## src/hw/rtl/bsesc_pkg.sv

```systemverilog
// ----------------------------------------------------------------------------
// bsesc_pkg
// Types, constants and helpers shared by the escape encoder modules.
// ----------------------------------------------------------------------------
package bsesc_pkg;

  // Field widths
  localparam int unsigned BYTE_W    = 8;
  localparam int unsigned CNT_W     = 13;
  localparam int unsigned CFG_IDX_W = 1;
  localparam int unsigned CFG_DAT_W = 13;

  // Default capacity limit
  localparam int unsigned MAX_CAPACITY_DEF = 4096;

  // Configuration register indexes
  localparam logic [CFG_IDX_W-1:0] REG_DEST_CAPACITY = 1'd0;
  localparam logic [CFG_IDX_W-1:0] REG_DBCS_MODE     = 1'd1;

  // Register reset values
  localparam logic [CNT_W-1:0] DEST_CAPACITY_RST = 13'd4096;
  localparam logic             DBCS_MODE_RST     = 1'b1;

  // Result queue geometry
  localparam int unsigned OQ_DEPTH = 4;
  localparam int unsigned OQ_AW    = 2;
  localparam int unsigned OQ_CW    = 3;

  // Characters
  localparam logic [BYTE_W-1:0] CH_NL   = 8'h0A;
  localparam logic [BYTE_W-1:0] CH_COMMA = 8'h2C;
  localparam logic [BYTE_W-1:0] CH_BAR  = 8'h7C;
  localparam logic [BYTE_W-1:0] CH_BSL  = 8'h5C;
  localparam logic [BYTE_W-1:0] CH_N    = 8'h6E;
  localparam logic [BYTE_W-1:0] CH_C    = 8'h63;
  localparam logic [BYTE_W-1:0] CH_Z    = 8'h7A;
  localparam logic [BYTE_W-1:0] CH_Y    = 8'h79;
  localparam logic [BYTE_W-1:0] CH_NUL  = 8'h00;
  localparam logic [BYTE_W-1:0] LEAD_MASK = 8'h80;

  // Live configuration
  typedef struct packed {
    logic [CNT_W-1:0] cap;
    logic             dbcs;
  } cfg_t;

  // Up to two results produced by one item
  typedef struct packed {
    logic [1:0]        n;
    logic [BYTE_W-1:0] b0;
    logic              l0;
    logic [BYTE_W-1:0] b1;
    logic              l1;
  } res_pair_t;

  // Escape letter for a byte, zero when the byte passes through
  function automatic logic [BYTE_W-1:0] esc_code(input logic [BYTE_W-1:0] b);
    logic [BYTE_W-1:0] c;
    unique case (b)
      CH_NL:    c = CH_N;
      CH_COMMA: c = CH_C;
      CH_BAR:   c = CH_Z;
      CH_BSL:   c = CH_Y;
      default:  c = CH_NUL;
    endcase
    return c;
  endfunction

endpackage

```

## src/hw/rtl/backslash_escape_encoder_unit.sv

```systemverilog
// ----------------------------------------------------------------------------
// backslash_escape_encoder_unit
// Encodes a string one byte per item: newline, comma, bar and backslash become
// a backslash and 'n', 'c', 'z' or 'y'; other bytes pass. Bytes are counted
// against dest_capacity (terminator reserved); once the room runs out later
// bytes are dropped until the end item, which emits a zero byte marked last.
// In double-byte mode a lead byte (top bit set) and its trail go out as an
// unescaped pair. One item is taken per cycle while each yields one result
// and the output is not stalled; an escaped byte or an end item after a lead
// yields two results, which the single-result output port emits one at a
// time. A result passes through the input register and then the result
// queue before it is presented. Configuration writes are always ready and
// must only be issued while the block is idle.
// ----------------------------------------------------------------------------
module backslash_escape_encoder_unit #(
  parameter int unsigned MAX_CAPACITY = bsesc_pkg::MAX_CAPACITY_DEF
) (
  input  logic                            clk,
  input  logic                            rst_n,
  input  logic                            in_valid,
  output logic                            in_stall,
  input  logic [bsesc_pkg::BYTE_W-1:0]    in_byte,
  input  logic                            in_end_of_string,
  output logic                            out_valid,
  input  logic                            out_stall,
  output logic [bsesc_pkg::BYTE_W-1:0]    out_byte,
  output logic                            out_last,
  input  logic                            cfg_valid,
  output logic                            cfg_ready,
  input  logic [bsesc_pkg::CFG_IDX_W-1:0] cfg_index,
  input  logic [bsesc_pkg::CFG_DAT_W-1:0] cfg_data
);
  import bsesc_pkg::*;

  logic [CNT_W-1:0] dest_capacity_r;
  logic             dbcs_mode_r;
  cfg_t             cfg;
  res_pair_t        res;
  logic             room;

  // Configuration registers
  assign cfg_ready = 1'b1;

  always_ff @(posedge clk) begin
    if (!rst_n) begin
      dest_capacity_r <= DEST_CAPACITY_RST;
      dbcs_mode_r     <= DBCS_MODE_RST;
    end else if (cfg_valid && cfg_ready) begin
      unique case (cfg_index)
        REG_DEST_CAPACITY: dest_capacity_r <= cfg_data[CNT_W-1:0];
        REG_DBCS_MODE:     dbcs_mode_r     <= cfg_data[0];
        default:           ;
      endcase
    end
  end

  assign cfg.cap  = dest_capacity_r;
  assign cfg.dbcs = dbcs_mode_r;

  bsesc_encode #(
    .MAX_CAPACITY(MAX_CAPACITY)
  ) u_encode (
    .clk             (clk),
    .rst_n           (rst_n),
    .in_valid        (in_valid),
    .in_stall        (in_stall),
    .in_byte         (in_byte),
    .in_end_of_string(in_end_of_string),
    .cfg             (cfg),
    .room            (room),
    .res             (res)
  );

  bsesc_outq u_outq (
    .clk      (clk),
    .rst_n    (rst_n),
    .res      (res),
    .room     (room),
    .out_valid(out_valid),
    .out_stall(out_stall),
    .out_byte (out_byte),
    .out_last (out_last)
  );

endmodule

```

## src/hw/rtl/bsesc_encode.sv

```systemverilog
// ----------------------------------------------------------------------------
// bsesc_encode
// Input register, string state and the per-item escape decision.
// ----------------------------------------------------------------------------
module bsesc_encode #(
  parameter int unsigned MAX_CAPACITY = bsesc_pkg::MAX_CAPACITY_DEF
) (
  input  logic                       clk,
  input  logic                       rst_n,
  input  logic                       in_valid,
  output logic                       in_stall,
  input  logic [bsesc_pkg::BYTE_W-1:0] in_byte,
  input  logic                       in_end_of_string,
  input  bsesc_pkg::cfg_t            cfg,
  input  logic                       room,
  output bsesc_pkg::res_pair_t       res
);
  import bsesc_pkg::*;

  localparam int unsigned CAP_LIM = (MAX_CAPACITY < 8191) ? MAX_CAPACITY : 8191;
  localparam logic [CNT_W-1:0] CAP_LIM_V = CNT_W'(CAP_LIM);

  logic              in_v_r, in_v_nxt;
  logic [BYTE_W-1:0] in_byte_r;
  logic              in_eos_r;
  logic              accept, fire;

  logic [CNT_W-1:0]  cnt_r, cnt_nxt;
  logic              trail_r, trail_nxt;
  logic              stop_r, stop_nxt;

  logic [CNT_W-1:0]  cap;
  logic [CNT_W:0]    sum1, sum2;
  logic [BYTE_W-1:0] code;
  res_pair_t         pr;

  // Input register handshake
  assign in_stall = in_v_r & ~room;
  assign accept   = in_valid & ~in_stall;
  assign fire     = in_v_r & room;

  always_comb begin
    in_v_nxt = in_v_r;
    if (accept) begin
      in_v_nxt = 1'b1;
    end else if (fire) begin
      in_v_nxt = 1'b0;
    end
  end

  always_ff @(posedge clk) begin
    if (!rst_n) begin
      in_v_r <= 1'b0;
    end else begin
      in_v_r <= in_v_nxt;
    end
  end

  always_ff @(posedge clk) begin
    if (accept) begin
      in_byte_r <= in_byte;
      in_eos_r  <= in_end_of_string;
    end
  end

  // Saturated capacity and fit checks
  assign cap  = (cfg.cap > CAP_LIM_V) ? CAP_LIM_V : cfg.cap;
  assign sum1 = {1'b0, cnt_r} + (CNT_W+1)'(1);
  assign sum2 = {1'b0, cnt_r} + (CNT_W+1)'(2);
  assign code = esc_code(in_byte_r);

  // Escape decision for the registered item
  always_comb begin
    pr        = '0;
    cnt_nxt   = cnt_r;
    trail_nxt = trail_r;
    stop_nxt  = stop_r;
    priority if (in_eos_r) begin
      if (trail_r) begin
        pr.n  = 2'd2;
        pr.b0 = CH_NUL;
        pr.l0 = 1'b0;
        pr.b1 = CH_NUL;
        pr.l1 = 1'b1;
      end else begin
        pr.n  = 2'd1;
        pr.b0 = CH_NUL;
        pr.l0 = 1'b1;
      end
      cnt_nxt   = '0;
      trail_nxt = 1'b0;
      stop_nxt  = 1'b0;
    end else if (trail_r) begin
      pr.n      = 2'd1;
      pr.b0     = in_byte_r;
      trail_nxt = 1'b0;
    end else if (stop_r) begin
      pr.n = 2'd0;
    end else if (sum1 >= {1'b0, cap}) begin
      stop_nxt = 1'b1;
    end else if (cfg.dbcs && ((in_byte_r & LEAD_MASK) != '0)) begin
      // lead byte: reserve room for the pair
      if (sum2 >= {1'b0, cap}) begin
        stop_nxt = 1'b1;
      end else begin
        pr.n      = 2'd1;
        pr.b0     = in_byte_r;
        cnt_nxt   = sum2[CNT_W-1:0];
        trail_nxt = 1'b1;
      end
    end else if (code != CH_NUL) begin
      if (sum2 < {1'b0, cap}) begin
        pr.n    = 2'd2;
        pr.b0   = CH_BSL;
        pr.b1   = code;
        cnt_nxt = sum2[CNT_W-1:0];
      end else begin
        stop_nxt = 1'b1;
      end
    end else begin
      pr.n    = 2'd1;
      pr.b0   = in_byte_r;
      cnt_nxt = sum1[CNT_W-1:0];
    end
  end

  // String state advances only when the item is processed
  always_ff @(posedge clk) begin
    if (!rst_n) begin
      cnt_r   <= '0;
      trail_r <= 1'b0;
      stop_r  <= 1'b0;
    end else if (fire) begin
      cnt_r   <= cnt_nxt;
      trail_r <= trail_nxt;
      stop_r  <= stop_nxt;
    end
  end

  always_comb begin
    res = pr;
    if (!fire) begin
      res.n = 2'd0;
    end
  end

endmodule

```

## src/hw/rtl/bsesc_outq.sv

```systemverilog
// ----------------------------------------------------------------------------
// bsesc_outq
// Four-entry result queue: takes up to two results a cycle, emits one unless stalled.
// ----------------------------------------------------------------------------
module bsesc_outq (
  input  logic                         clk,
  input  logic                         rst_n,
  input  bsesc_pkg::res_pair_t         res,
  output logic                         room,
  output logic                         out_valid,
  input  logic                         out_stall,
  output logic [bsesc_pkg::BYTE_W-1:0] out_byte,
  output logic                         out_last
);
  import bsesc_pkg::*;

  logic [BYTE_W-1:0] byte_q [OQ_DEPTH];
  logic              last_q [OQ_DEPTH];
  logic [OQ_AW-1:0]  wr_ptr_r, wr_ptr_nxt;
  logic [OQ_AW-1:0]  rd_ptr_r, rd_ptr_nxt;
  logic [OQ_CW-1:0]  count_r, count_nxt;
  logic [OQ_AW-1:0]  wr_ptr_p1;
  logic              pop;

  // Room for a full pair
  assign room      = (count_r <= OQ_CW'(OQ_DEPTH - 2));
  assign out_valid = (count_r != '0);
  assign pop       = out_valid & ~out_stall;
  assign out_byte  = byte_q[rd_ptr_r];
  assign out_last  = last_q[rd_ptr_r];
  assign wr_ptr_p1 = wr_ptr_r + OQ_AW'(1);

  // Pointer and fill bookkeeping
  always_comb begin
    wr_ptr_nxt = wr_ptr_r + OQ_AW'(res.n);
    rd_ptr_nxt = rd_ptr_r + OQ_AW'(pop);
    count_nxt  = count_r + OQ_CW'(res.n) - OQ_CW'(pop);
  end

  always_ff @(posedge clk) begin
    if (!rst_n) begin
      wr_ptr_r <= '0;
      rd_ptr_r <= '0;
      count_r  <= '0;
    end else begin
      wr_ptr_r <= wr_ptr_nxt;
      rd_ptr_r <= rd_ptr_nxt;
      count_r  <= count_nxt;
    end
  end

  // Entry writes
  always_ff @(posedge clk) begin
    if (res.n != 2'd0) begin
      byte_q[wr_ptr_r] <= res.b0;
      last_q[wr_ptr_r] <= res.l0;
    end
    if (res.n == 2'd2) begin
      byte_q[wr_ptr_p1] <= res.b1;
      last_q[wr_ptr_p1] <= res.l1;
    end
  end

endmodule

```

## config.mk

```make
export PLATFORM = sky130hd
export DESIGN_NAME = backslash_escape_encoder_unit
export DESIGN_NICKNAME = d
export VERILOG_FILES = /design/src/hw/rtl/bsesc_pkg.sv /design/src/hw/rtl/backslash_escape_encoder_unit.sv /design/src/hw/rtl/bsesc_encode.sv /design/src/hw/rtl/bsesc_outq.sv
export SDC_FILE = /design/constraint.sdc
export NUM_CORES = 1
export LEC_CHECK = 0
export BUFFER_PORTS_ARGS = -buffer_cell sky130_fd_sc_hd__clkbuf_2
export CAP_MARGIN = 20
export CORE_AREA = 2 2 111 167
export DETAILED_ROUTE_END_ITERATION = 6
export DIE_AREA = 0 0 113 169
export GPL_TIMING_DRIVEN = 0
export PLACE_DENSITY = 0.55
export SYNTH_ARGS = -nofsm -noshare
export SYNTH_HDL_FRONTEND = slang
export SYNTH_SLANG_ARGS = --single-unit
export TNS_END_PERCENT = 20
```

## constraint.sdc

```tcl
create_clock -name clk -period 6.06 [get_ports clk]
set_input_delay 0.606 -clock clk [delete_from_list [all_inputs] [get_ports clk]]
set_output_delay 0.606 -clock clk [all_outputs]
set_load 0.005 [all_outputs]
```

## Yosys cells after proc, flatten, opt, wreduce, memory -nomap -nowiden

Memories as Yosys holds them, arrays and structs flattened. A register that Yosys moved wholly into a read port is not among the register bits.
Index checks and enable logic that the tools add are counted.

| cells by class | value |
|---|---|
| add/sub/neg operators | 7 |
| multipliers | 0 |
| divide/modulo/power cells | 0 |
| $lt $le $gt $ge | 5 |
| equal/unequal tests | 10 |
| shift-type cells | 0 |
| mux-type cells | 53 |
| bitwise logic cells | 8 |
| reductions and logical operators | 9 |

Operator list:

| operator | number |
|---|---|
| $mux W13 | 9 |
| $mux W10 | 6 |
| $mux W8 | 7 |
| $ge A14 B13 Y1 | 2 |
| $pmux W7 S4 | 1 |
| $mux W1 | 23 |
| $eq A8 B7 Y1 const B | 2 |
| $add A13 B1 Y14 const B | 1 |
| $add A13 B2 Y14 const B | 1 |
| $lt A14 B13 Y1 | 1 |
| $gt A13 B13 Y1 const B | 1 |
| $mux W11 | 1 |
| $mux W9 | 1 |
| $eq A8 B4 Y1 const B | 1 |
| $eq A8 B6 Y1 const B | 1 |
| $mux W2 | 4 |
| $reduce_bool A8 Y1 | 1 |
| $mux W7 | 1 |
| $ne A2 B1 Y1 const B | 3 |
| $reduce_and A2 Y1 | 3 |
| $reduce_and A6 Y1 | 1 |
| $and A1 B1 Y1 | 4 |
| $ne A4 B2 Y1 const B | 1 |
| $not A1 Y1 | 4 |
| other kinds (11) | 12 |

| storage, ports and cells | value |
|---|---|
| register bits after elaboration | 46 |
| latch bits | 0 |
| bits in writable memories | 36 |
| ROM bits | 0 |
| input bits | 28 |
| output and inout port bits | 12 |
| logic and storage cells | 105 |
| memories | 2 |

Memory list:

| memory | words | bits a word | read ports | clocked after Yosys merged registers in | wr ports | RTL line | source |
|---|---|---|---|---|---|---|---|
| u_outq.byte_q | 4 | 8 | 1 | 1 | 2 | bsesc_outq.sv:17 | `logic [BYTE_W-1:0] byte_q [OQ_DEPTH];` |
| u_outq.last_q | 4 | 1 | 1 | 1 | 2 | bsesc_outq.sv:18 | `logic last_q [OQ_DEPTH];` |

## Depth between registers and ports, before layout

Gate-level depths: netlist of run 1.

| logic depth | value |
|---|---|
| depth in word-level cells | 14 |
| depth in mapped cells | 20 |
| mapped depth without buffers | 20 |

## Hierarchy

From an unflattened synthesis of run 1, not the netlist that was laid out.

| unflattened totals | value |
|---|---|
| cell total of the unflattened synthesis | 492 |
| area total of the unflattened synthesis | 5144.9 µm² |

By module, submodules not included:

| module | times used | cells each | area each (µm²) | seq. area each (µm²) |
|---|---|---|---|---|
| bsesc_encode | 1 | 294 | 2382.3 | 590.6 |
| bsesc_outq | 1 | 134 | 2162.1 | 1221.2 |
| backslash_escape_encoder_unit | 1 | 64 | 600.6 | 280.3 |

## Least setup slack after synthesis of run 1

Ideal clock, no wire load.

| path | value |
|---|---|
| path type | reg2reg |
| start point | register u_encode.cnt_r[2] |
| end point | register u_outq.count_r[2] |
| library setup time | 0.115 ns |
| arrival | 4.203 ns |
| required time | 5.945 ns |
| slack | 1.742 ns |
| cell stages (with the launch flop) | 19 |
| buffers on the path | 0 |
| clock period less this slack | 4.318 ns |
| path through | dfxtp_1 > ha_1 > nand4_1 > nor2_1 > nand3_1 > xnor2_1 > ha_1 > a21o_1 > a211oi_1 > o21ai_0 > nor3_1 > nand2_1 > nor4_4 > o21ai_1 > ha_1 > fa_1 > xor2_1 > xnor2_1 > and2_1 |

| on the way | value |
|---|---|
| word-level cells in the longest chain between the ends | 12 |
| elaborated cells between the ends (all ways) | 16 |
| classes of those cells | 4 x add/sub; 3 x order compare; 9 x mux |

RTL lines:

| what | RTL line | source |
|---|---|---|
| start, declared | bsesc_encode.sv:28 | `logic [CNT_W-1:0] cnt_r, cnt_nxt;` |
| start signal, assigned | bsesc_encode.sv:134 | `cnt_r <= cnt_nxt;` |
| $add A13 B2 Y14 | bsesc_encode.sv:69 | `assign sum2 = {1'b0, cnt_r} + (CNT_W+1)'(2);` |
| $lt A14 B13 Y1 | bsesc_encode.sv:112 | `if (sum2 < {1'b0, cap}) begin` |
| $mux W10 | bsesc_encode.sv:112 |  |
| $mux W10 | bsesc_encode.sv:111 | `end else if (code != CH_NUL) begin` |
| $mux W10 | bsesc_encode.sv:101 | `end else if (cfg.dbcs && ((in_byte_r & LEAD_MASK) != '0)) begin` |
| $mux W10 (*) | bsesc_encode.sv:99 | `end else if (sum1 >= {1'b0, cap}) begin` |
| $mux W2 (*) | bsesc_encode.sv:97 | `end else if (stop_r) begin` |
| $mux W10 (*) | bsesc_encode.sv:93 | `end else if (trail_r) begin` |
| $mux W10 (*) | bsesc_encode.sv:78 | `priority if (in_eos_r) begin` |
| $mux W2 (*) | bsesc_encode.sv:142 | `if (!fire) begin` |
| $add A3 B2 Y3 (*) | bsesc_outq.sv:37 | `count_nxt = count_r + OQ_CW'(res.n) - OQ_CW'(pop);` |
| $sub A3 B1 Y3 (*) | bsesc_outq.sv:37 |  |
| end signal, assigned | bsesc_outq.sv:48 | `count_r <= count_nxt;` |
| end, declared | bsesc_outq.sv:21 | `logic [OQ_CW-1:0] count_r, count_nxt;` |

Mark *: on every way between the ends. The rest lies on a longest branch, timed or not.
A chain may end at the register's enable or synchronous reset.

## Worst setup path in the final report of run 1

Ends and elaborated chain as after synthesis.

==> reports/qor.csv, run 1 <==
metric,value,unit
outcome,"complete, but fails checks",
violations,DRC,
ys_seq_area_share,39.2,%
final_cell_mix,"nand2_1, dfxtp_1, edfxtp_1, clkbuf_2, nor2_1",
slew_headroom,32.1,%
final_net_count,654,
multi_input_area,0.00299,mm^2
fmax,0.184,GHz
fp-row-count,60,
slowest_stage,nor4_4,
clock_latency,0.35,ns
grt_overflow,0,
power_leakage,2.27,nW
tightest_slew,1.02,ns
fillerInstances,1837,
setup_tns,0,ns
synth_edf_count,41,
rsz0062_at_grt,no,
cts_buffers,9,
viasPerCell,5.44,
grt_pass1_wl,23.5,mm
arrival,5.66,ns
min_period_over_period,89.6,%
ant_nets,0,
worst_setup_path_end_kind,flop,
postPlaceCellArea,0.00569,mm^2
ys.flop_type,edfxtp_1,
max_stage_delay,0.56,ns
synth_nets,606,
finalWorstSetupSlack,0.632,ns
worst-path-buf-inv,0,
post-place-ws,0.704,ns
yosysWarnings,0,
crit_chain,ha_1 -> nand4_1 -> nor2_1 -> nand3_1 -> xnor2_1 -> ha_1 -> a21o_1 -> a211oi_1 -> o21ai_0 -> nor3_1 -> nand2_1 -> nor4_4 -> o21ai_1 -> ha_1 -> fa_1 -> xor2_1 -> xnor2_1 -> and2_1,
fp.dieH,169,um
htreeDepth,3,
layout-drive-gt1-share,14.3,%
grt_start_max_net_pins,16,
start_util,29.5,%
wire_per_inst,18.2,um
finalSetupViolCount,0,
fin_crit,5.43,ns
diodes,0,
via_count,4460,
cap_violations,0,
dp_hpwl,11.5,mm
post-cts-setup-buffers,0,
grtUsageTotal,15.8,%
regArea,0.00205,mm^2
cts_max_path_buffers,2,
io_buffers,37,
antenna_found_initial,0,
cts_resized,0,
cts_tree,built,
hold_violations,0,
area_delta_synth_final,14.0,%
routed_wl,14.9,mm
hp-class,in2reg,
drtIter0Drc,221,
synth.distinct_cells,74,
cp_common_cell,ha_1,
vdd_ir_drop_max,124,uV
gp_congestion,0.952,
crit_fanout,8,
required,6.30,ns
critPathKind,reg2reg,
start_kind,flop,
synth_seq_cells,82,
crit_family,simple AND/OR/NAND/NOR gates,
layout_commonest_cell,nand2_1,
netlist_instances,550,
final_area,0.00596,mm^2
synth-async-reset-ratio,0,%
skew,0.00630,ns
drc,2,
syn_area,0.00523,mm^2
cts_root_buf,clkbuf_16,
fin_util,33.7,%
slew_viol_final,0,
core-area,0.0177,mm^2
clkSinkCount,82,
dieArea,0.0191,mm^2
clk_pin_slew,0.07,ns
first_pass_iters,7,
ios,40,
die_x,113,um
p_per_area,281,mW/mm^2
avgSynthCellArea,9.51,um^2
cts_hold_buf,0,
grt_pass1_vias,4406,
sequential cells by signal, summed over array words and instances, names as in the netlist:
register,count
u_encode.stop_r,1
u_encode.in_byte_r,8
u_outq.count_r,3
u_outq.last_q,4
u_encode.in_v_r,1
dbcs_mode_r,1
u_encode.cnt_r,13
u_encode.in_eos_r,1
u_encode.trail_r,1
dest_capacity_r,13
u_outq.rd_ptr_r,2
u_outq.wr_ptr_r,2
u_outq.byte_q,32
cells by family (layout without fill, tap and decap cells):
family / after synthesis / count (layout) / synth area share, %
xor+xnor: 29 / 29 / 5.12
compound gates: 132 / 132 / 18.5
other cells: 1 / 1 / 0.0717
fa+ha+maj: 29 / 29 / 7.05
simple gates: 217 / 217 / 21.6
flops: 82 / 82 / 39.2
buf+inv: 46 / 99 / 3.56
mux: 14 / 14 / 4.85
worst reg2reg max path, stage by stage (launching register included):
cell and delay (ns):
dfxtp_1 0.47, ha_1 0.39, nand4_1 0.20, nor2_1 0.33, nand3_1 0.16, xnor2_1 0.25
ha_1 0.31, a21o_1 0.19, a211oi_1 0.22, o21ai_0 0.12, nor3_1 0.40, nand2_1 0.30
nor4_4 0.56, o21ai_1 0.19, ha_1 0.34, fa_1 0.44, xor2_1 0.17, xnor2_1 0.12
and2_1 0.16
power breakdown:
group	total (mW)	switching, mW	leakage, nW	internal, mW
clock network	0.523	0.242	0.140	0.281
logic	0.486	0.285	1.36	0.201
registers	0.665	0.0330	0.766	0.632
total	1.67	0.560	2.27	1.11
per-layer routing:
metal / GRT usage [%] / share of wire, % / up-vias
li1: - / - / 2139
met1: 16.3 / 37 / 2135
met2: 30.5 / 55 / 141
met3: 2.65 / 4.0 / 45
met4: 7.16 / 4.0 / 0
met5: 0 / 0 / -
synthesized netlist by cell type, types with 4 or more instances:
master     n  area share, %
a31o_1     5           0.84
nor2b_1   10            1.2
and4_1     9            1.5
a31oi_1    6           0.72
o22ai_1   17            2.0
inv_1     14            1.0
o31ai_1    4           0.57
and2_1    17            2.0
nor3_1    11            1.1
clkbuf_1  23            1.6
nand3_1   21            2.0
and3_1     7           0.84
xor2_1     9            1.5
xnor2_1   19            3.2
a21o_1     7            1.0
a21oi_1   12            1.1
a32oi_1    4           0.67
nor2_1    32            2.3
nor4_1     5           0.60
or4_1      4           0.57
ha_1      27            6.5
mux4_2     9            3.9
edfxtp_1  41             24
nand4_1    8           0.96
nand2_1   72            5.2
mux2i_1    4           0.77
buf_2      5           0.48
o21ai_0   15            1.4
a21boi_1   6           0.86
o21ai_1   14            1.3
nand2b_1   6           0.72
a21boi_0  13            1.9
dfxtp_1   41             16
cell type report:
cell class / count / area share [%]
multi-input cells: 422 / 50.2
clock buffers: 9 / 3.78
plain buffers: 30 / 2.12
flip-flops and latches: 82 / 34.4
well taps: 217 / 4.55
clock inverters: 7 / 0.839
inverters: 16 / 1.01
repair buffers: 37 / 3.10
stage by stage:
| stage | power, mW | hold WS [ns] | instances |
|---|---|---|---|
| after floorplan | 1.01 | 0.439 | 550 |
| after global placement | 1.15 | 0.453 | 804 |
| after detailed placement | 1.16 | 0.461 | 804 |
| after CTS | 1.69 | 0.422 | 820 |
| after global routing | 1.76 | 0.426 | 820 |
| final | 1.67 | 0.433 | 820 |
worst paths after layout:
kind | to | cells after the start | start | slack (ns)
worst max-delay path | u_outq.count_r[2] | 18 | u_encode.cnt_r[2] | 0.63
worst min register to register | dest_capacity_r[5] | 2 | dest_capacity_r[5] | 0.47
worst min-delay path | u_encode.in_byte_r[2] | 1 | in_byte[2] | 0.43
worst max register to register | u_outq.count_r[2] | 18 | u_encode.cnt_r[2] | 0.63
Power figures use the tool's default switching activity.
==> run 2: changes to the inputs <==
--- a/config.mk
+++ b/config.mk
@@ -7,11 +7,11 @@
 export LEC_CHECK = 0
 export BUFFER_PORTS_ARGS = -buffer_cell sky130_fd_sc_hd__clkbuf_2
 export CAP_MARGIN = 20
-export CORE_AREA = 2 2 111 167
+export CORE_AREA = 2 2 83 125
 export DETAILED_ROUTE_END_ITERATION = 6
-export DIE_AREA = 0 0 113 169
+export DIE_AREA = 0 0 85 127
 export GPL_TIMING_DRIVEN = 0
-export PLACE_DENSITY = 0.55
+export PLACE_DENSITY = 0.83
 export SYNTH_ARGS = -nofsm -noshare
 export SYNTH_HDL_FRONTEND = slang
 export SYNTH_SLANG_ARGS = --single-unit
==> run 2 against run 1 <==
The flow now finishes without violations. Setup slack better by 0.11 ns. Non-clock buffer count is the same. Via count grew 4.4%. Cell count shrank 12%. Routed wire length fell by 7.4%. Combinational power shrank 0.8%. Total power increased by 3.9%. Count of clock-buffer cells in the layout rose by 3. Maximum frequency is 2.1% higher. Clock skew rose by 0.0025 ns.
==> reports/qor.csv, run 2 (synthesis results as in run 1) <==
metric,value,unit,change
finalNonFillerCells,718,,was 820
power_leakage,2.28,nW,was 2.27 nW
first_pass_iters,5,,was 7
fillerInstances,792,,was 1837
largest_reg_flops,32,,unchanged
viasPerCell,6.49,,was 5.44
routed_wl,13.8,mm,was 14.9 mm
cts_root_buf,clkbuf_16,,unchanged
drc,0,,was 2
clk_pin_slew,0.06,ns,was 0.07 ns
slew_headroom,46.1,%,was 32.1%
fp.dieH,127,um,was 169 um
clock_latency,0.35,ns,about the same
grtUsageTotal,26.2,%,was 15.8%
slowest_stage,nor4_4,,unchanged
wire_per_inst,19.2,um,was 18.2 um
postPlaceCellArea,0.00556,mm^2,was 0.00569 mm^2
max_stage_delay,0.57,ns,was 0.56 ns
crit_family,simple AND/OR/NAND/NOR gates,,unchanged
start_kind,flop,,unchanged
outcome,"complete, no violations",,"was complete, but fails checks"
drtIter0Drc,294,,was 221
cts_tree,built,,unchanged
slew_viol_final,0,,unchanged
ant_nets,0,,unchanged
layout-drive-gt1-share,14.1,%,was 14.3%
grt_overflow,0,,unchanged
cap_violations,0,,unchanged
finalPower,1.74,mW,was 1.67 mW
place_inst,702,,was 804
die_x,85,um,was 113 um
final_net_count,654,,unchanged
crit_fanout,8,,unchanged
cp_common_cell,ha_1,,unchanged
worst-path-buf-inv,0,,unchanged
p_per_area,296,mW/mm^2,was 281 mW/mm^2
diodes,0,,unchanged
skew,0.00877,ns,was 0.00630 ns
layout_commonest_cell,nand2_1,,unchanged
hold_violations,0,,unchanged
worst_setup_path_end_kind,flop,,unchanged
crit_chain,ha_1 -> nand4_1 -> nor2_1 -> nand3_1 -> xnor2_1 -> ha_1 -> a21o_1 -> a211oi_1 -> o21ai_0 -> nor3_1 -> nand2_1 -> nor4_4 -> o21ai_1 -> ha_1 -> fa_1 -> xor2_1 -> xnor2_1 -> and2_1,,unchanged
antenna_found_initial,0,,unchanged
area_delta_synth_final,12.5,%,was 14.0%
largestRegisters,"u_outq.byte_q: 32 flops, dest_capacity_r: 13 flops, u_encode.cnt_r: 13 flops",,unchanged
grt_start_max_net_pins,15,,was 16
grt_pass1_wl,22.3,mm,was 23.5 mm
arrival,5.56,ns,was 5.66 ns
hp-class,in2reg,,unchanged
regMostFlops,u_outq.byte_q,,unchanged
critPathKind,reg2reg,,unchanged
cts_buffers,9,,unchanged
ios,40,,unchanged
post-cts-setup-buffers,0,,unchanged
clkSinkCount,82,,unchanged
rsz0062_at_grt,no,,unchanged
dp_hpwl,10.5,mm,was 11.5 mm
gp_congestion,1.04,,was 0.952
dieArea,0.0108,mm^2,was 0.0191 mm^2
grt_pass1_vias,4778,,was 4406
cts_resized,0,,unchanged
fmax,0.188,GHz,was 0.184 GHz
htreeDepth,3,,unchanged
required,6.30,ns,about the same
finalSetupViolCount,0,,unchanged
cts_hold_buf,0,,unchanged
cts_max_path_buffers,2,,unchanged
setup_tns,0,ns,unchanged
tightest_slew,0.808,ns,was 1.02 ns
final_cell_mix,"nand2_1, dfxtp_1, edfxtp_1, clkbuf_2, nor2_1",,unchanged
final_area,0.00589,mm^2,was 0.00596 mm^2
core-area,0.00963,mm^2,was 0.0177 mm^2
via_count,4657,,was 4460
fin_crit,5.32,ns,was 5.43 ns
min_period_over_period,87.8,%,was 89.6%
fp-row-count,44,,was 60
start_util,54.3,%,was 29.5%
worst_hold_slack,0.433,ns,about the same
vdd_ir_drop_max,213,uV,was 124 uV
io_buffers,37,,unchanged
==> run 2: cell types whose count changed in the layout (fill, tap and decap cells not counted), sizes merged <==
cell and delta:
bufinv +1, clkinv -2, clkbuf +3, inv -2
==> run 2: worst paths after layout <==
path	startpoint	to	slack [ns]	depth (start not counted)
setup / recovery	u_encode.cnt_r[2]	u_outq.count_r[2]	0.74	18
hold / removal	in_byte[2]	u_encode.in_byte_r[2]	0.43	1
setup reg to reg	u_encode.cnt_r[2]	u_outq.count_r[2]	0.74	18
hold reg to reg	dest_capacity_r[0]	dest_capacity_r[0]	0.46	2
==> run 2: area by class of cell <==
| type | instances | area, um^2 | area share (%) |
|---|---|---|---|
| clock buffers | 12 | 268 | 4.55 |
| well taps | 115 | 144 | 2.44 |
| plain buffers | 30 | 126 | 2.15 |
| flip-flops and latches | 82 | 2050 | 34.9 |
| clock inverters | 4 | 56.3 | 0.957 |
| repair buffers | 37 | 185 | 3.15 |
| inverters | 16 | 60.1 | 1.02 |
| multi-input cells | 422 | 2990 | 50.9 |
==> run 2: per-layer routing <==
layer / global-route usage, % / vias to the layer above / share of wire [%]
met5: 0 / - / 0
li1: - / 2140 / -
met1: 26.3 / 2209 / 36
met4: 18.3 / 0 / 6.7
met3: 4.78 / 89 / 4.8
met2: 47.7 / 219 / 52
==> run 2: power by group <==
group | total, mW | switching, mW | internal, mW
clock network | 0.592 | 0.233 | 0.359
registers | 0.666 | 0.0342 | 0.632
logic | 0.482 | 0.280 | 0.201
total | 1.74 | 0.547 | 1.19
==> run 2: worst register-to-register path, stage by stage, from the launching register on <==
cell      delay (ns)
dfxtp_1         0.46
ha_1            0.38
nand4_1         0.24
nor2_1          0.29
nand3_1         0.14
xnor2_1         0.21
ha_1            0.29
a21o_1          0.19
a211oi_1        0.20
o21ai_0         0.11
nor3_1          0.40
nand2_1         0.32
nor4_4          0.57
o21ai_1         0.20
ha_1            0.36
fa_1            0.44
xor2_1          0.16
xnor2_1         0.12
and2_1          0.15
==> run 2: per-stage QoR <==
stage	worst slack [ns]	utilization [%]
4_1_cts	0.857	61.1
3_3_place_gp	0.946	57.7
3_5_place_dp	0.882	57.7
2_1_floorplan	1.74	-
5_1_grt	0.458	61.1
6_report	0.742	61.1
==> run 3: changes to the inputs <==
--- a/config.mk
+++ b/config.mk
@@ -5,11 +5,12 @@
 export SDC_FILE = /design/constraint.sdc
 export NUM_CORES = 1
 export LEC_CHECK = 0
+export ABC_AREA = 1
 export BUFFER_PORTS_ARGS = -buffer_cell sky130_fd_sc_hd__clkbuf_2
 export CAP_MARGIN = 20
-export CORE_AREA = 2 2 83 125
+export CORE_AREA = 2 2 84 127
 export DETAILED_ROUTE_END_ITERATION = 6
-export DIE_AREA = 0 0 85 127
+export DIE_AREA = 0 0 86 129
 export GPL_TIMING_DRIVEN = 0
 export PLACE_DENSITY = 0.83
 export SYNTH_ARGS = -nofsm -noshare
==> run 3 against run 2 <==
Setup slack gained 0.79 ns. Maximum frequency up 17%. Combinational power up 63%. Cell count rose by 25%. Sequential cell count unchanged. Sequential share of layout area shrank 0.98 points. Non-clock buffer count shrank 9. Final area is 2.9% higher. Core utilization shrank 0.33 points.
==> reports/qor.csv, run 3 <==
metric,value,unit,change
outcome,"complete, no violations",,unchanged
layout_commonest_cell,nor2_1,,was nand2_1
fin_crit,4.53,ns,was 5.32 ns
synth_nets,783,,was 606
dp_hpwl,11.6,mm,was 10.5 mm
yosysWarnings,0,,unchanged
fp-row-count,45,,was 44
arrival,4.74,ns,was 5.56 ns
routed_wl,14.6,mm,was 13.8 mm
setup_tns,0,ns,unchanged
finalSetupViolCount,0,,unchanged
skew,0.00490,ns,was 0.00877 ns
yosysMostFrequentCell,nor2_1,,was nand2_1
seqPwrFrac,34.1,%,was 38.3%
ant_nets,0,,unchanged
dieArea,0.0111,mm^2,was 0.0108 mm^2
grtUsageTotal,27.6,%,was 26.2%
cap_violations,0,,unchanged
die_x,86,um,was 85 um
final_net_count,832,,was 654
final_cell_mix,"nor2_1, nand2_1, inv_1, o21ai_0, nand3_1",,"was nand2_1, dfxtp_1, edfxtp_1, clkbuf_2, nor2_1"
fmax,0.221,GHz,was 0.188 GHz
synth.distinct_cells,44,,was 74
worst_setup_path_end_kind,flop,,unchanged
ios,40,,unchanged
tightest_slew,0.880,ns,was 0.808 ns
hp-class,in2reg,,unchanged
ys_top_cells_by_count,"nor2_1, nand2_1, inv_1, o21ai_0, nand3_1",,"was nand2_1, dfxtp_1, edfxtp_1, nor2_1, ha_1"
antenna_found_initial,0,,unchanged
p_per_area,345,mW/mm^2,was 296 mW/mm^2
avgSynthCellArea,7.42,um^2,was 9.51 um^2
synth-async-reset-ratio,0,%,unchanged
ys.flop_type,edfxtp_1,,unchanged
regMostFlops,u_outq.byte_q,,unchanged
via_count,5083,,was 4657
slew_headroom,41.1,%,was 46.1%
cts_tree,built,,unchanged
grt_pass1_wl,23.7,mm,was 22.3 mm
cts_root_buf,clkbuf_16,,unchanged
largestRegisters,"u_outq.byte_q: 32 flops, dest_capacity_r: 13 flops, u_encode.cnt_r: 13 flops",,unchanged
clk_pin_slew,0.06,ns,about the same
drtIter0Drc,245,,was 294
diodes,0,,unchanged
post-cts-setup-buffers,0,,unchanged
pwr-share-clk,28.3,%,was 34.0%
slew_viol_final,0,,unchanged
largest_reg_flops,32,,unchanged
p_sw,0.771,mW,was 0.547 mW
area_delta_synth_final,12.2,%,was 12.5%
synth_area_leaders,"edfxtp_1, dfxtp_1, nor2_1, nand2_1, o21ai_0",,"was edfxtp_1, dfxtp_1, ha_1, nand2_1, mux4_2"
wire_per_inst,16.3,um,was 19.2 um
synth_edf_count,41,,unchanged
clock_latency,0.34,ns,was 0.35 ns
gp_congestion,0.988,,was 1.04
yosys.area.top_type_share,22.8,%,was 23.5%
ys_seq_area_share,38.0,%,was 39.2%
cts_max_path_buffers,2,,unchanged
synth_top_area_cell,edfxtp_1,,unchanged
grt_start_max_net_pins,14,,was 15
vdd_ir_drop_max,184,uV,was 213 uV
synth_seq_cells,82,,unchanged
post-place-ws,1.63,ns,was 0.882 ns
fp.dieH,129,um,was 127 um
swShare,36.9,%,was 31.5%
start_kind,flop,,unchanged
rsz0062_at_grt,no,,unchanged
finalWorstSetupSlack,1.53,ns,was 0.742 ns
syn_area,0.00540,mm^2,was 0.00523 mm^2
p_int,1.32,mW,was 1.19 mW
critPathKind,reg2reg,,unchanged
cts_resized,0,,unchanged
netlist_instances,727,,was 550
clkSinkCount,82,,unchanged
min_period_over_period,74.8,%,was 87.8%
first_pass_iters,5,,unchanged
required,6.27,ns,was 6.30 ns
crit_fanout,6,,was 8
layout-drive-gt1-share,11.5,%,was 14.1%
grt_overflow,0,,unchanged
hold_violations,0,,unchanged
core-area,0.00997,mm^2,was 0.00963 mm^2
cts_buffers,9,,unchanged
viasPerCell,5.66,,was 6.49
power_leakage,2.78,nW,was 2.28 nW
htreeDepth,3,,unchanged
drc,0,,unchanged
start_util,54.1,%,was 54.3%
io_buffers,38,,was 37
reg2reg_slack,1.53,ns,was 0.74 ns
cts_hold_buf,0,,unchanged
grt_pass1_vias,5189,,was 4778
pwr-share-comb,37.7,%,was 27.7%
-- run 3: power by group through the flow --
stage | registers, mW | logic [mW] | clock network (mW)
after floorplan | 0.706 | 0.567 | 0
after global placement | 0.719 | 0.743 | 0
after detailed placement | 0.721 | 0.773 | 0
after CTS | 0.711 | 0.782 | 0.596
after global routing | 0.718 | 0.896 | 0.618
final | 0.711 | 0.787 | 0.590
-- run 3: logic make-up after synthesis --
group | synth area share [%]
adders and majority gates | 6.63
other | 0.0695
DFF | 38.0
and+or+nand+nor | 27.9
AOI/OAI and AO/OA | 15.8
buffers and inverters | 8.35
xor gates and xnor gates | 3.22
-- run 3: worst paths after layout --
| kind | start | endpoint | cells after the start |
|---|---|---|---|
| max | u_encode.cnt_r[2] | u_outq.count_r[2] | 25 |
| min | in_byte[1] | u_encode.in_byte_r[1] | 1 |
| max reg2reg | u_encode.cnt_r[2] | u_outq.count_r[2] | 25 |
| min reg2reg | dbcs_mode_r | dbcs_mode_r | 2 |
-- run 3: metrics by stage --
step / util (%) / instances / total power [mW] / hold WS (ns) / area (um^2)
floorplan: - / 727 / 1.27 / 0.428 / 5400
global placement: 57.5 / 882 / 1.46 / 0.451 / 5730
detailed placement: 57.5 / 882 / 1.49 / 0.459 / 5730
CTS: 60.8 / 898 / 2.09 / 0.433 / 6060
global route: 60.8 / 898 / 2.23 / 0.429 / 6060
finish: 60.8 / 898 / 2.09 / 0.440 / 6060
-- run 3: area by class of cell --
class	count	area, um^2
clock buffer	13	260
multi-input combinational	533	2890
clock inverter	3	63.8
buffer	20	105
timing repair buffer	38	190
tap	117	146
fill	909	3910
sequential	82	2050
inverter	92	345
-- run 3: critical path: stages, from the launching register on --
cell     delay [ns]
dfxtp_1        0.45
ha_1           0.23
nand2_1        0.08
nor2_1         0.23
inv_1          0.12
nor2_1         0.16
xor2_1         0.41
nand2_1        0.08
o21ai_0        0.21
ha_1           0.33
a21o_1         0.19
nand4_1        0.09
nand2_1        0.07
nand2_1        0.08
nand3_2        0.12
inv_1          0.16
nand3_2        0.11
nand2_1        0.10
nand2_2        0.08
a21oi_1        0.22
ha_1           0.18
inv_1          0.05
fa_1           0.37
xor2_1         0.17
inv_1          0.06
nor2_1         0.03
-- run 3: routing by layer --
layer	vias to the layer above	routed length [um]	track usage [%]
met4	0	1090	20.6
met1	2302	4960	24.6
met2	172	7980	53.7
met5	-	0	0
met3	72	573	4.17
li1	2537	-	-
